### src/hw/rtl/ccdc_pkg.sv
// ----------------------------------------------------------------------------
// ccdc_pkg
// Shared types, constants and helpers of the color cell demodulator with
// its 32-bit mod-2 division check.
// ----------------------------------------------------------------------------
package ccdc_pkg;

	// Largest number of symbols taken in one frame.
	localparam int unsigned MAX_CELLS   = 4608;
	localparam int unsigned CNT_W       = $clog2(MAX_CELLS + 1);
	localparam int unsigned BITS_W      = 14;
	localparam int unsigned DELAY_DEPTH = 16;
	localparam int unsigned SLOT_W      = $clog2(DELAY_DEPTH);
	localparam int unsigned OQ_DEPTH    = 4;
	localparam int unsigned OQ_PTR_W    = $clog2(OQ_DEPTH);
	localparam int unsigned OQ_CNT_W    = $clog2(OQ_DEPTH + 1);

	localparam logic [31:0] DIVISOR = 32'h8260_8EDB;

	localparam logic [7:0] WHITE_LEVEL_RST  = 8'd180;
	localparam logic [7:0] YELLOW_FLOOR_RST = 8'd100;

	localparam logic [1:0] SYM_YELLOW = 2'b00;
	localparam logic [1:0] SYM_RED    = 2'b01;
	localparam logic [1:0] SYM_GREEN  = 2'b10;
	localparam logic [1:0] SYM_BLUE   = 2'b11;

	typedef enum logic {
		REG_WHITE_LEVEL  = 1'b0,
		REG_YELLOW_FLOOR = 1'b1
	} reg_idx_t;

	typedef enum logic {
		KIND_PAYLOAD = 1'b0,
		KIND_STATUS  = 1'b1
	} kind_t;

	typedef enum logic [1:0] {
		ST_OK    = 2'd0,
		ST_FAIL  = 2'd1,
		ST_EMPTY = 2'd2
	} status_t;

	// Classification of one cell.
	typedef struct packed {
		logic       white;
		logic       sym_valid;
		logic [1:0] sym;
	} cls_t;

	// One result item as it travels to the output queue.
	typedef struct packed {
		kind_t             kind;
		logic [1:0]        symbol;
		status_t           status;
		logic [BITS_W-1:0] payload_bits;
		logic              white_seen;
		logic              last;
	} result_t;

	// One step of the mod-2 long division, bit 31 aligned with the new bit.
	function automatic logic [31:0] divide_bit(input logic [31:0] window,
	                                           input logic        data_bit);
		logic [31:0] w;
		w = (data_bit ^ window[31]) ? (window ^ DIVISOR) : window;
		return {w[30:0], 1'b0};
	endfunction

endpackage

### src/hw/rtl/ccdc_classify.sv
// ----------------------------------------------------------------------------
// ccdc_classify
// Sorts one color cell into white, one of four symbols, or no symbol,
// using exact integer 3:2 ratio tests.
// ----------------------------------------------------------------------------
module ccdc_classify
	import ccdc_pkg::*;
(
	input  logic [7:0] blue,
	input  logic [7:0] green,
	input  logic [7:0] red,
	input  logic [7:0] white_level,
	input  logic [7:0] yellow_floor,
	output cls_t       cls
);

	logic [9:0] b2, g2, r2, b3, g3, r3;

	assign b2 = {1'b0, blue, 1'b0};
	assign g2 = {1'b0, green, 1'b0};
	assign r2 = {1'b0, red, 1'b0};
	assign b3 = b2 + {2'b00, blue};
	assign g3 = g2 + {2'b00, green};
	assign r3 = r2 + {2'b00, red};

	always_comb begin
		cls.white     = (blue > white_level) && (green > white_level) && (red > white_level);
		cls.sym_valid = 1'b1;
		if ((green > yellow_floor) && (red > yellow_floor) && (b2 < g3) && (b2 < r3)) begin
			cls.sym = SYM_YELLOW;
		end else if ((b3 < r2) && (g3 < r2)) begin
			cls.sym = SYM_RED;
		end else if ((b3 < g2) && (r3 < g2)) begin
			cls.sym = SYM_GREEN;
		end else if ((g3 < b2) && (r3 < b2)) begin
			cls.sym = SYM_BLUE;
		end else begin
			cls.sym       = SYM_YELLOW;
			cls.sym_valid = 1'b0;
		end
	end

endmodule

### src/hw/rtl/ccdc_frame.sv
// ----------------------------------------------------------------------------
// ccdc_frame
// Frame state: symbol delay line, symbol count, division window and the
// early-end flag. Builds up to two results for each cell it takes.
// ----------------------------------------------------------------------------
module ccdc_frame
	import ccdc_pkg::*;
(
	input  logic    clk,
	input  logic    arst_n,
	input  logic    fire,
	input  cls_t    cls,
	input  logic    last_cell,
	output logic [1:0] push_n,
	output result_t res0,
	output result_t res1
);

	logic [31:0]      window_q, window_n, window_sym;
	logic [CNT_W-1:0] count_q, count_n;
	logic             done_q, done_n;
	logic [1:0]       delay_q [DELAY_DEPTH];
	logic             wr_en;
	logic [SLOT_W-1:0] slot;
	logic             sym_take;
	logic [1:0]       n;

	function automatic result_t make_status(input logic [CNT_W-1:0] cnt,
	                                        input logic [31:0]      window,
	                                        input logic             white);
		result_t    r;
		logic [CNT_W:0] twice;
		twice          = {cnt, 1'b0} - (CNT_W + 1)'(2 * DELAY_DEPTH);
		r.kind         = KIND_STATUS;
		r.symbol       = '0;
		r.white_seen   = white;
		r.last         = 1'b1;
		r.payload_bits = '0;
		if (cnt == '0) begin
			r.status = ST_EMPTY;
		end else if (cnt < CNT_W'(DELAY_DEPTH)) begin
			r.status = ST_FAIL;
		end else begin
			r.status       = (window == '0) ? ST_OK : ST_FAIL;
			r.payload_bits = BITS_W'(twice);
		end
		return r;
	endfunction

	assign slot       = count_q[SLOT_W-1:0];
	assign sym_take   = cls.sym_valid && (count_q < CNT_W'(MAX_CELLS));
	assign window_sym = divide_bit(divide_bit(window_q, cls.sym[1]), cls.sym[0]);

	always_comb begin
		window_n = window_q;
		count_n  = count_q;
		done_n   = done_q;
		wr_en    = 1'b0;
		n        = 2'd0;
		res0     = '0;
		res1     = '0;
		if (done_q) begin
			if (last_cell) begin
				window_n = '0;
				count_n  = '0;
				done_n   = 1'b0;
			end
		end else if (cls.white) begin
			res0 = make_status(count_q, window_q, 1'b1);
			n    = 2'd1;
			if (last_cell) begin
				window_n = '0;
				count_n  = '0;
			end else begin
				done_n = 1'b1;
			end
		end else begin
			if (sym_take) begin
				window_n = window_sym;
				count_n  = count_q + 1'b1;
				wr_en    = 1'b1;
				if (count_q >= CNT_W'(DELAY_DEPTH)) begin
					res0.kind   = KIND_PAYLOAD;
					res0.symbol = delay_q[slot];
					res0.last   = !last_cell;
					n           = 2'd1;
				end
			end
			if (last_cell) begin
				if (n == 2'd0) begin
					res0 = make_status(count_n, window_n, 1'b0);
				end else begin
					res1 = make_status(count_n, window_n, 1'b0);
				end
				n        = n + 2'd1;
				window_n = '0;
				count_n  = '0;
			end
		end
	end

	assign push_n = fire ? n : 2'd0;

	always_ff @(posedge clk or negedge arst_n) begin
		if (!arst_n) begin
			window_q <= '0;
			count_q  <= '0;
			done_q   <= 1'b0;
		end else if (fire) begin
			window_q <= window_n;
			count_q  <= count_n;
			done_q   <= done_n;
		end
	end

	// Slots are always written before they are read back, so no clearing.
	always_ff @(posedge clk) begin
		if (fire && wr_en) begin
			delay_q[slot] <= cls.sym;
		end
	end

	a_pair_order: assert property (@(posedge clk) disable iff (!arst_n)
		push_n == 2'd2 |-> res0.kind == KIND_PAYLOAD && res1.kind == KIND_STATUS)
		else $error("two results must be a payload symbol followed by the status");

	a_count_bound: assert property (@(posedge clk) disable iff (!arst_n)
		count_q <= CNT_W'(MAX_CELLS))
		else $error("symbol count passed its limit");

	a_empty_window: assert property (@(posedge clk) disable iff (!arst_n)
		count_q == '0 |-> window_q == '0)
		else $error("division window holds bits with no symbols taken");

	a_done_cause: assert property (@(posedge clk) disable iff (!arst_n)
		$rose(done_q) |-> $past(fire && cls.white && !last_cell))
		else $error("frame ended early without a white cell");

endmodule

### src/hw/rtl/ccdc_out_fifo.sv
// ----------------------------------------------------------------------------
// ccdc_out_fifo
// Small result queue that takes up to two results a cycle and hands out
// one result per transfer.
// ----------------------------------------------------------------------------
module ccdc_out_fifo
	import ccdc_pkg::*;
(
	input  logic       clk,
	input  logic       arst_n,
	input  logic [1:0] push_n,
	input  result_t    res0,
	input  result_t    res1,
	output logic       room,
	output logic       res_valid,
	input  logic       res_ready,
	output result_t    head
);

	result_t              mem_q [OQ_DEPTH];
	logic [OQ_PTR_W-1:0]  wr_q, rd_q;
	logic [OQ_CNT_W-1:0]  cnt_q;
	logic                 pop;

	assign res_valid = (cnt_q != '0);
	assign pop       = res_valid && res_ready;
	assign head      = mem_q[rd_q];
	assign room      = (cnt_q <= OQ_CNT_W'(OQ_DEPTH - 2));

	always_ff @(posedge clk or negedge arst_n) begin
		if (!arst_n) begin
			wr_q  <= '0;
			rd_q  <= '0;
			cnt_q <= '0;
		end else begin
			wr_q  <= wr_q + OQ_PTR_W'(push_n);
			rd_q  <= rd_q + OQ_PTR_W'(pop);
			cnt_q <= cnt_q + OQ_CNT_W'(push_n) - OQ_CNT_W'(pop);
		end
	end

	always_ff @(posedge clk) begin
		if (push_n != 2'd0) begin
			mem_q[wr_q] <= res0;
		end
		if (push_n == 2'd2) begin
			mem_q[wr_q + 1'b1] <= res1;
		end
	end

	a_no_overflow: assert property (@(posedge clk) disable iff (!arst_n)
		push_n != 2'd0 |-> cnt_q <= OQ_CNT_W'(OQ_DEPTH - 2))
		else $error("result queue written without room");

	a_cnt_bound: assert property (@(posedge clk) disable iff (!arst_n)
		cnt_q <= OQ_CNT_W'(OQ_DEPTH))
		else $error("result queue count out of range");

	a_push_code: assert property (@(posedge clk) disable iff (!arst_n)
		push_n != 2'd3)
		else $error("more than two results pushed in one cycle");

endmodule

### src/hw/rtl/color_cell_demod_crc_check.sv
// ----------------------------------------------------------------------------
// color_cell_demod_crc_check
// Four-color cell demodulator with a 32-bit mod-2 division check.
// ----------------------------------------------------------------------------
// The block takes one sampled color cell per transfer on the cell channel and
// can take a new cell in every clock cycle. A cell is registered, then
// classified and folded into the frame state once the result queue has room.
// Its first result passes through the input stage register and the result
// queue before it is offered on the result channel. Most cells
// cause at most one result; the final cell of a frame may cause a payload
// symbol and the frame status, which take two result transfers. A four-entry
// result queue between the frame logic and the result port absorbs this, so
// the sustained rate is one cell per cycle as long as results are taken as
// fast as they are made; the cell channel stalls only when the queue has
// fewer than two free entries. Payload symbols leave sixteen symbols late,
// so the 32 check bits at the end of a frame are never shown as payload.
// The two thresholds are written through the APB-style port at byte
// addresses 0 (white level) and 4 (yellow floor); the user must write them
// only while the block has no work in flight; the block does not enforce it.
// ----------------------------------------------------------------------------
module color_cell_demod_crc_check
	import ccdc_pkg::*;
(
	input  logic        clk,
	input  logic        arst_n,

	// Configuration port.
	input  logic        psel,
	input  logic        penable,
	input  logic        pwrite,
	input  logic [2:0]  paddr,
	input  logic [31:0] pwdata,
	output logic [31:0] prdata,
	output logic        pready,

	// Cell channel.
	input  logic        cell_valid,
	output logic        cell_ready,
	input  logic [7:0]  blue,
	input  logic [7:0]  green,
	input  logic [7:0]  red,
	input  logic        frame_last_cell,

	// Result channel.
	output logic        res_valid,
	input  logic        res_ready,
	output logic        kind,
	output logic [1:0]  symbol,
	output logic [1:0]  status,
	output logic [13:0] payload_bits,
	output logic        white_seen,
	output logic        last
);

	logic [7:0] white_level_q, yellow_floor_q;
	reg_idx_t   reg_idx;
	logic       cfg_wr;

	// Input stage: one cell held until the frame logic takes it.
	logic       valid_s1;
	logic [7:0] blue_s1, green_s1, red_s1;
	logic       last_s1;
	logic       fire;

	cls_t       cls;
	logic [1:0] push_n;
	result_t    res0, res1, head;
	logic       room;

	// The register index is the word address; the low address bits select
	// a byte within the word and do not change the target.
	assign reg_idx = reg_idx_t'(paddr[2]);
	assign pready  = 1'b1;
	assign cfg_wr  = psel && penable && pwrite && pready;

	always_ff @(posedge clk or negedge arst_n) begin
		if (!arst_n) begin
			white_level_q  <= WHITE_LEVEL_RST;
			yellow_floor_q <= YELLOW_FLOOR_RST;
		end else if (cfg_wr) begin
			unique case (reg_idx)
				REG_WHITE_LEVEL:  white_level_q  <= pwdata[7:0];
				REG_YELLOW_FLOOR: yellow_floor_q <= pwdata[7:0];
				default: ;
			endcase
		end
	end

	always_comb begin
		unique case (reg_idx)
			REG_WHITE_LEVEL:  prdata = {24'd0, white_level_q};
			REG_YELLOW_FLOOR: prdata = {24'd0, yellow_floor_q};
			default:          prdata = '0;
		endcase
	end

	// The held cell moves on when the result queue can take two results.
	// A new cell is taken whenever the input stage is empty or emptying.
	assign fire       = valid_s1 && room;
	assign cell_ready = !valid_s1 || room;

	always_ff @(posedge clk or negedge arst_n) begin
		if (!arst_n) begin
			valid_s1 <= 1'b0;
		end else if (cell_ready) begin
			valid_s1 <= cell_valid;
		end
	end

	always_ff @(posedge clk) begin
		if (cell_valid && cell_ready) begin
			blue_s1  <= blue;
			green_s1 <= green;
			red_s1   <= red;
			last_s1  <= frame_last_cell;
		end
	end

	ccdc_classify u_classify (
		.blue         (blue_s1),
		.green        (green_s1),
		.red          (red_s1),
		.white_level  (white_level_q),
		.yellow_floor (yellow_floor_q),
		.cls          (cls)
	);

	ccdc_frame u_frame (
		.clk       (clk),
		.arst_n    (arst_n),
		.fire      (fire),
		.cls       (cls),
		.last_cell (last_s1),
		.push_n    (push_n),
		.res0      (res0),
		.res1      (res1)
	);

	ccdc_out_fifo u_out_fifo (
		.clk       (clk),
		.arst_n    (arst_n),
		.push_n    (push_n),
		.res0      (res0),
		.res1      (res1),
		.room      (room),
		.res_valid (res_valid),
		.res_ready (res_ready),
		.head      (head)
	);

	assign kind         = head.kind;
	assign symbol       = head.symbol;
	assign status       = head.status;
	assign payload_bits = head.payload_bits;
	assign white_seen   = head.white_seen;
	assign last         = head.last;

endmodule
### config.mk
export PLATFORM = sky130hd
export DESIGN_NAME = color_cell_demod_crc_check
export DESIGN_NICKNAME = d
export VERILOG_FILES = /design/src/hw/rtl/ccdc_pkg.sv /design/src/hw/rtl/ccdc_classify.sv /design/src/hw/rtl/ccdc_frame.sv /design/src/hw/rtl/ccdc_out_fifo.sv /design/src/hw/rtl/color_cell_demod_crc_check.sv
export SDC_FILE = /design/constraint.sdc
export NUM_CORES = 1
export LEC_CHECK = 0
export BUFFER_PORTS_ARGS = -buffer_cell sky130_fd_sc_hd__buf_4
export CORE_UTILIZATION = 30
export CTS_CLUSTER_DIAMETER = 200
export CTS_CLUSTER_SIZE = 16
export DETAILED_ROUTE_END_ITERATION = 8
export GPL_TIMING_DRIVEN = 0
export SLEW_MARGIN = 25
export SYNTH_ARGS = -nofsm -noshare
export SYNTH_HDL_FRONTEND = slang
export SYNTH_SLANG_ARGS = --single-unit
### constraint.sdc
create_clock -name clk -period 12.6 [get_ports clk]
set_clock_uncertainty 0.15 [all_clocks]
set_input_delay 1.26 -clock clk [delete_from_list [all_inputs] [get_ports clk]]
set_output_delay 1.26 -clock clk [all_outputs]
set_load 0.01 [all_outputs]
**Word level (Yosys, flattened, before mapping)**

Memories as Yosys holds them, arrays and structs flattened.
Cells that the tools add are included.

- Register bits after elaboration: 95
- Memory bits (writable): 116
- Bits of input ports: 67
- Word-level logic and storage cells: 145
- Memories: 2

Memories:

| name | words | width | read ports | clocked after memory_dff | wr ports | line | source |
|---|---|---|---|---|---|---|---|
| u_out_fifo.mem_q | 4 | 21 | 1 | 0 | 2 | ccdc_out_fifo.sv:20 | `result_t mem_q [OQ_DEPTH];` |
| u_frame.delay_q | 16 | 2 | 1 | 0 | 1 | ccdc_frame.sv:22 | `logic [1:0] delay_q [DELAY_DEPTH];` |

- Add/subtract/negate cells: 12
- Order comparisons: 18
- Equality and inequality tests: 1
- Mux-type cells: 67
- Bitwise operators: 5
- Reduce and logical (&&, ||, !) cells: 27

Operators by type and width:

| kind | number |
|---|---|
| $mux 32 | 7 |
| $mux 21 | 8 |
| $mux 13 | 7 |
| $logic_not 32->1 | 2 |
| $pmux 32 s2 | 1 |
| $lt 10x9->1 | 6 |
| $mux 14 | 4 |
| $mux 26 | 2 |
| $gt 8x8->1 | 5 |
| $mux 2 | 16 |
| $add 9x8->10 | 3 |
| $sub 14x6->14 const B | 2 |
| $logic_not 13->1 | 2 |
| $lt 13x5->1 const B | 2 |
| $not 13->13 | 2 |
| $mux 1 | 21 |
| $lt 9x10->1 | 2 |
| $logic_and 1x1->1 | 15 |
| $add 13x1->13 const B | 1 |
| $ge 13x5->1 const B | 1 |
| $lt 13x13->1 const B | 1 |
| $add 2x1->2 const B | 2 |
| $reduce_and 2->1 | 2 |
| $add 3x2->3 | 1 |
| 13 further kinds | 15 |

**Logic depth before layout (Yosys ltp)**

- Word-level depth: 22
- Mapped depth: 29
- Depth with buffers taken out: 26

**Hierarchy**

Synthesis repeated with hierarchy kept, for this count alone.

- Cell total of the unflattened synthesis: 1228
- Area, all modules: 14396.3 sq um

Modules (own cells, without submodules):

| module | instances | cells an instance | area an instance (sq um) | seq. area each (sq um) |
|---|---|---|---|---|
| ccdc_frame | 1 | 515 | 5077.4 | 2112.0 |
| ccdc_out_fifo | 1 | 242 | 4680.7 | 2697.6 |
| ccdc_classify | 1 | 371 | 2906.5 | 0.0 |
| color_cell_demod_crc_check | 1 | 100 | 1731.7 | 1184.9 |

**Worst setup path after synthesis**

OpenSTA, ideal clock, no wires.

- Path type: reg2reg
- Start point: reg green_s1[1]
- End point: mem u_out_fifo.mem_q[3][0] in the netlist's numbering (enable)
- Arrival: 5316 ps
- Required time: 12076 ps
- Path slack: 6760 ps
- Cell stages (with the launch flop): 26
- Period minus slack after synthesis: 5840 ps
- Cells stage by stage: edfxtp_1 ha_1 a21o_1 a21oi_1 o21bai_1 a21oi_1 inv_1 a21oi_1 o21bai_1 xnor2_1 inv_1 ha_1 nor3_1 nand2_1 o32ai_2 o2bb2ai_1 or3_4 a31oi_2 nand2_1 ha_1 a211oi_1 or2_2 clkbuf_1 nand3_1 clkbuf_1 nand2_1

RTL lines:

| item | line | source |
|---|---|---|
| start: declaration | color_cell_demod_crc_check.sv:61 | `logic [7:0] blue_s1, green_s1, red_s1;` |
| start signal: assignment | color_cell_demod_crc_check.sv:113 | `green_s1 <= green;` |
| end: declaration | ccdc_out_fifo.sv:20 |  |

==> results.md <==
* DIE HEIGHT at 219 microns
* # diodes at 0
* Worst setup path startpoint: green_s1[1]$_DFFE_PP_
* Synth cell count leaders: nand2_1, edfxtp_1, ha_1, o21ai_0, inv_1
* Area grow syn2layout at 13.1%
* Nets@finish at 1677
* Post-CTS Setup Inserts at 0
* Post-CTS Resized at 0
* CTS root buf: clkbuf_16
* Die area at 47800 sq um
* CP Buf/Inv Count at 4
* Final Critical Period at 7.59 ns
* Via density at 5.36
* Pwr dens at 232 nW/um^2
* Reg2Reg Depth at 25
* Family with the most delay on the worst path: compound AO/OA/AOI/OAI gates
* Area leader, netlist: edfxtp_1
* Die Wd at 219 microns
* Share of Yosys cell area claimed by the top area cell type at 26.7%
* VDD IR max at 0.0000958 V
* Crit end category: flip-flop
* Instance area at placement at 15400 sq um
* Largest net degree at the start of global routing at 71
* Unrepaired setup endpoints after global routing: no
* Leak at 6.23 nW
* Fraction of layout cells with a size suffix above 1 at 15.1%
* Slew HR at 37.7%
* Fillers at 4568
* Clock transition at path regs at 0.08 ns
* Synth Cell Area at 14100 sq um
* Clk Latency, worst-skew pair at 0.51 ns
* Worst path slowest cell: nand2_1
* Final setup viols at 0
* Port bufs at 69
* DR vias at 11200
* Clock sink count at 207
* Worst Path Required at 12.58 ns
* Status: finished, final reports clean
* CP Launch Type: flip-flop
* Min-delay worst type: flip-flop to flip-flop
* Seq/Total Area, Yosys at 40.9%
* Residual DRC at 0
* Yosys Warn Count at 0
* Most used DFF post-synth: edfxtp_1
* TritonCTS clock tree: yes
* Most frequent cell after synthesis: nand2_1
* Synth Register Bits at 207
* Antenna violations before repair at 0
* Syn Area/Cell at 10.2 sq um
* RR Endpoint: u_out_fifo.mem_q[3][8]$_DFFE_PP_
* Max incr delay on CP at 0.82 ns
* Core Box Area at 45800 sq um
* Initial DRC count at 765
* Max frequency at 0.132 GHz
* CTS HTree Levels at 1
* GRT Util Overall at 16.4%
* Grt ovf at 0
* Cells after DPL at 2067
* Worst setup path end: u_out_fifo.mem_q[3][8]$_DFFE_PP_
* Routability Congestion at 0.910
* CP Depth at 25
* Final cell count without fillers at 2095
* Yosys cell types at 94
* Drt total wl at 39200 microns
* Slew Limit Fails at 0
* Worst r2r src: green_s1[1]$_DFFE_PP_
* Kind of critical path: flip-flop to flip-flop
* Antenna Nets Post-Route at 0
* Initial Util at 30.7%
* Post-synth ARST share at 33.8%
* Final setup TNS at 0 ns
* Io pins at 123
* Max Cap Viol at 0
* Power, Total at 3.70 mW
* Hpwl dp at 29300 microns
* Cts hold-fix bufs at 0
* Synth Instances at 1373
* Fin. Hold Viols at 0
* DR WL/cell at 18.7 microns
* Number of synthesized flops with an enable pin at 125
* Area contributors post-synth: edfxtp_1, dfrtp_1, ha_1
* Worst-path maximum fanout at 17
* Max Buffers Root-to-Sink at 3
* CP arrival at 7.58 ns
* Post-Layout Inst Area at 15900 sq um
* First-pass GRT wire length at 62000 microns
* Total CTS buffers at 16
* Drt pass-1 iters at 6
* Slew at the pin closest to its max-slew limit at 0.933 ns
* Fin crit share at 60.3%
* Vias in the first global route at 11200
* Row cnt at 78
* Setup slack, reg-to-reg at 5.01 ns
[power by group]
group          internal [mW]  leakage, nW  switching (mW)  total [mW]
clock                  0.253        0.222           0.253       0.506
sequential             0.896         2.15           0.131        1.03
combinational          0.856         3.85            1.31        2.16
[state kept, by name, summed over array words and instances (netlist names)]
register	flops
blue_s1	8
green_s1	8
last_s1	1
red_s1	8
u_frame.count_q	13
u_frame.delay_q	32
u_frame.done_q	1
u_frame.window_q	32
u_out_fifo.cnt_q	3
u_out_fifo.mem_q	80
u_out_fifo.rd_q	2
u_out_fifo.wr_q	2
valid_s1	1
white_level_q	8
yellow_floor_q	8
[area by class of cell]
type	instances	area (sq um)	share of cell area [%]
flip-flops and latches	207	5750	36.2
inverters	73	274	1.72
plain buffers	91	460	2.89
multi-input cells	1026	7670	48.2
clock buffers	28	467	2.93
well taps	600	751	4.72
repair buffers	70	529	3.33
[kinds of logic after synthesis]
family	Yosys count	synth area share (%)
fa+ha+maj	125	11.3
xor+xnor	71	4.47
buf+inv	164	5.21
simple gates	374	13.5
flops	207	40.9
mux	54	6.68
compound gates	376	17.8
other cells	2	0.0534
[tightest hold or removal path: cells and delay by family (launching register included)]
| family | cells | cell delay, ns |
|---|---|---|
| flip-flops | 1 | 0.32 |
| AND/OR/NAND/NOR | 2 | 0.11 |
[placed cells by master, fill, tap and decap left out, types with 9 or more instances in the layout]
cell       synthesis  routed
o21ai_0           94      94
nand2_1          138     138
inv_1             73      73
nor3_1            23      22
o22ai_1           39      39
xor2_1            23      23
nor2_1            62      62
clkbuf_16          0      17
nor4_1             9       9
nand4_1           22      22
buf_4             27      96
dfrtp_1           63      63
mux2_2            19      19
and2_1            11      10
ha_1             121     121
nand3_1           31      31
o21a_1            14      14
a21oi_1           70      70
conb_1             2      26
clkbuf_1          49      59
nor2b_1            9       9
xnor2_1           47      47
dfxtp_1           12      12
a211oi_1          22      22
a22oi_1           32      32
mux4_2            30      30
a21o_1            16      16
edfxtp_1         125     125
nand2b_1          11      11
[per-layer routing]
metal / part of all wire [%] / vias to the layer above / GRT usage, %
li1: - / 5303 / -
met3: 5.4 / 66 / 2.13
met1: 45 / 5480 / 22.4
met2: 47 / 382 / 27.1
met4: 2.4 / 0 / 4.50
met5: 0 / - / 0
[worst min path at each step]
stage / end / from / cells past startpoint / slack (ns)
after global routing: u_out_fifo.mem_q[2][1]$_SDFFE_PP0P_ / u_out_fifo.mem_q[2][1]$_SDFFE_PP0P_ / 2 / 0.33
final: u_out_fifo.mem_q[2][18]$_SDFFE_PP0P_ / u_out_fifo.mem_q[2][18]$_SDFFE_PP0P_ / 2 / 0.31
after floorplan: u_out_fifo.mem_q[2][18]$_SDFFE_PP0P_ / u_out_fifo.mem_q[2][18]$_SDFFE_PP0P_ / 2 / 0.28
after global placement: u_out_fifo.mem_q[0][18]$_SDFFE_PP0P_ / u_out_fifo.mem_q[0][18]$_SDFFE_PP0P_ / 2 / 0.29
after CTS: u_out_fifo.mem_q[2][18]$_SDFFE_PP0P_ / u_out_fifo.mem_q[2][18]$_SDFFE_PP0P_ / 2 / 0.31
after detailed placement: u_out_fifo.mem_q[2][18]$_SDFFE_PP0P_ / u_out_fifo.mem_q[2][18]$_SDFFE_PP0P_ / 2 / 0.30
[stage by stage]
| stage | util, % | setup slack, ns | hold WS (ns) |
|---|---|---|---|
| floorplan | - | 6.76 | 0.281 |
| global placement | 33.7 | 5.23 | 0.291 |
| detailed placement | 33.7 | 5.07 | 0.298 |
| CTS | 34.8 | 5.04 | 0.310 |
| global route | 34.8 | 4.52 | 0.334 |
| finish | 34.8 | 5.01 | 0.310 |
No activity file was read; power rests on OpenSTA's default activity.
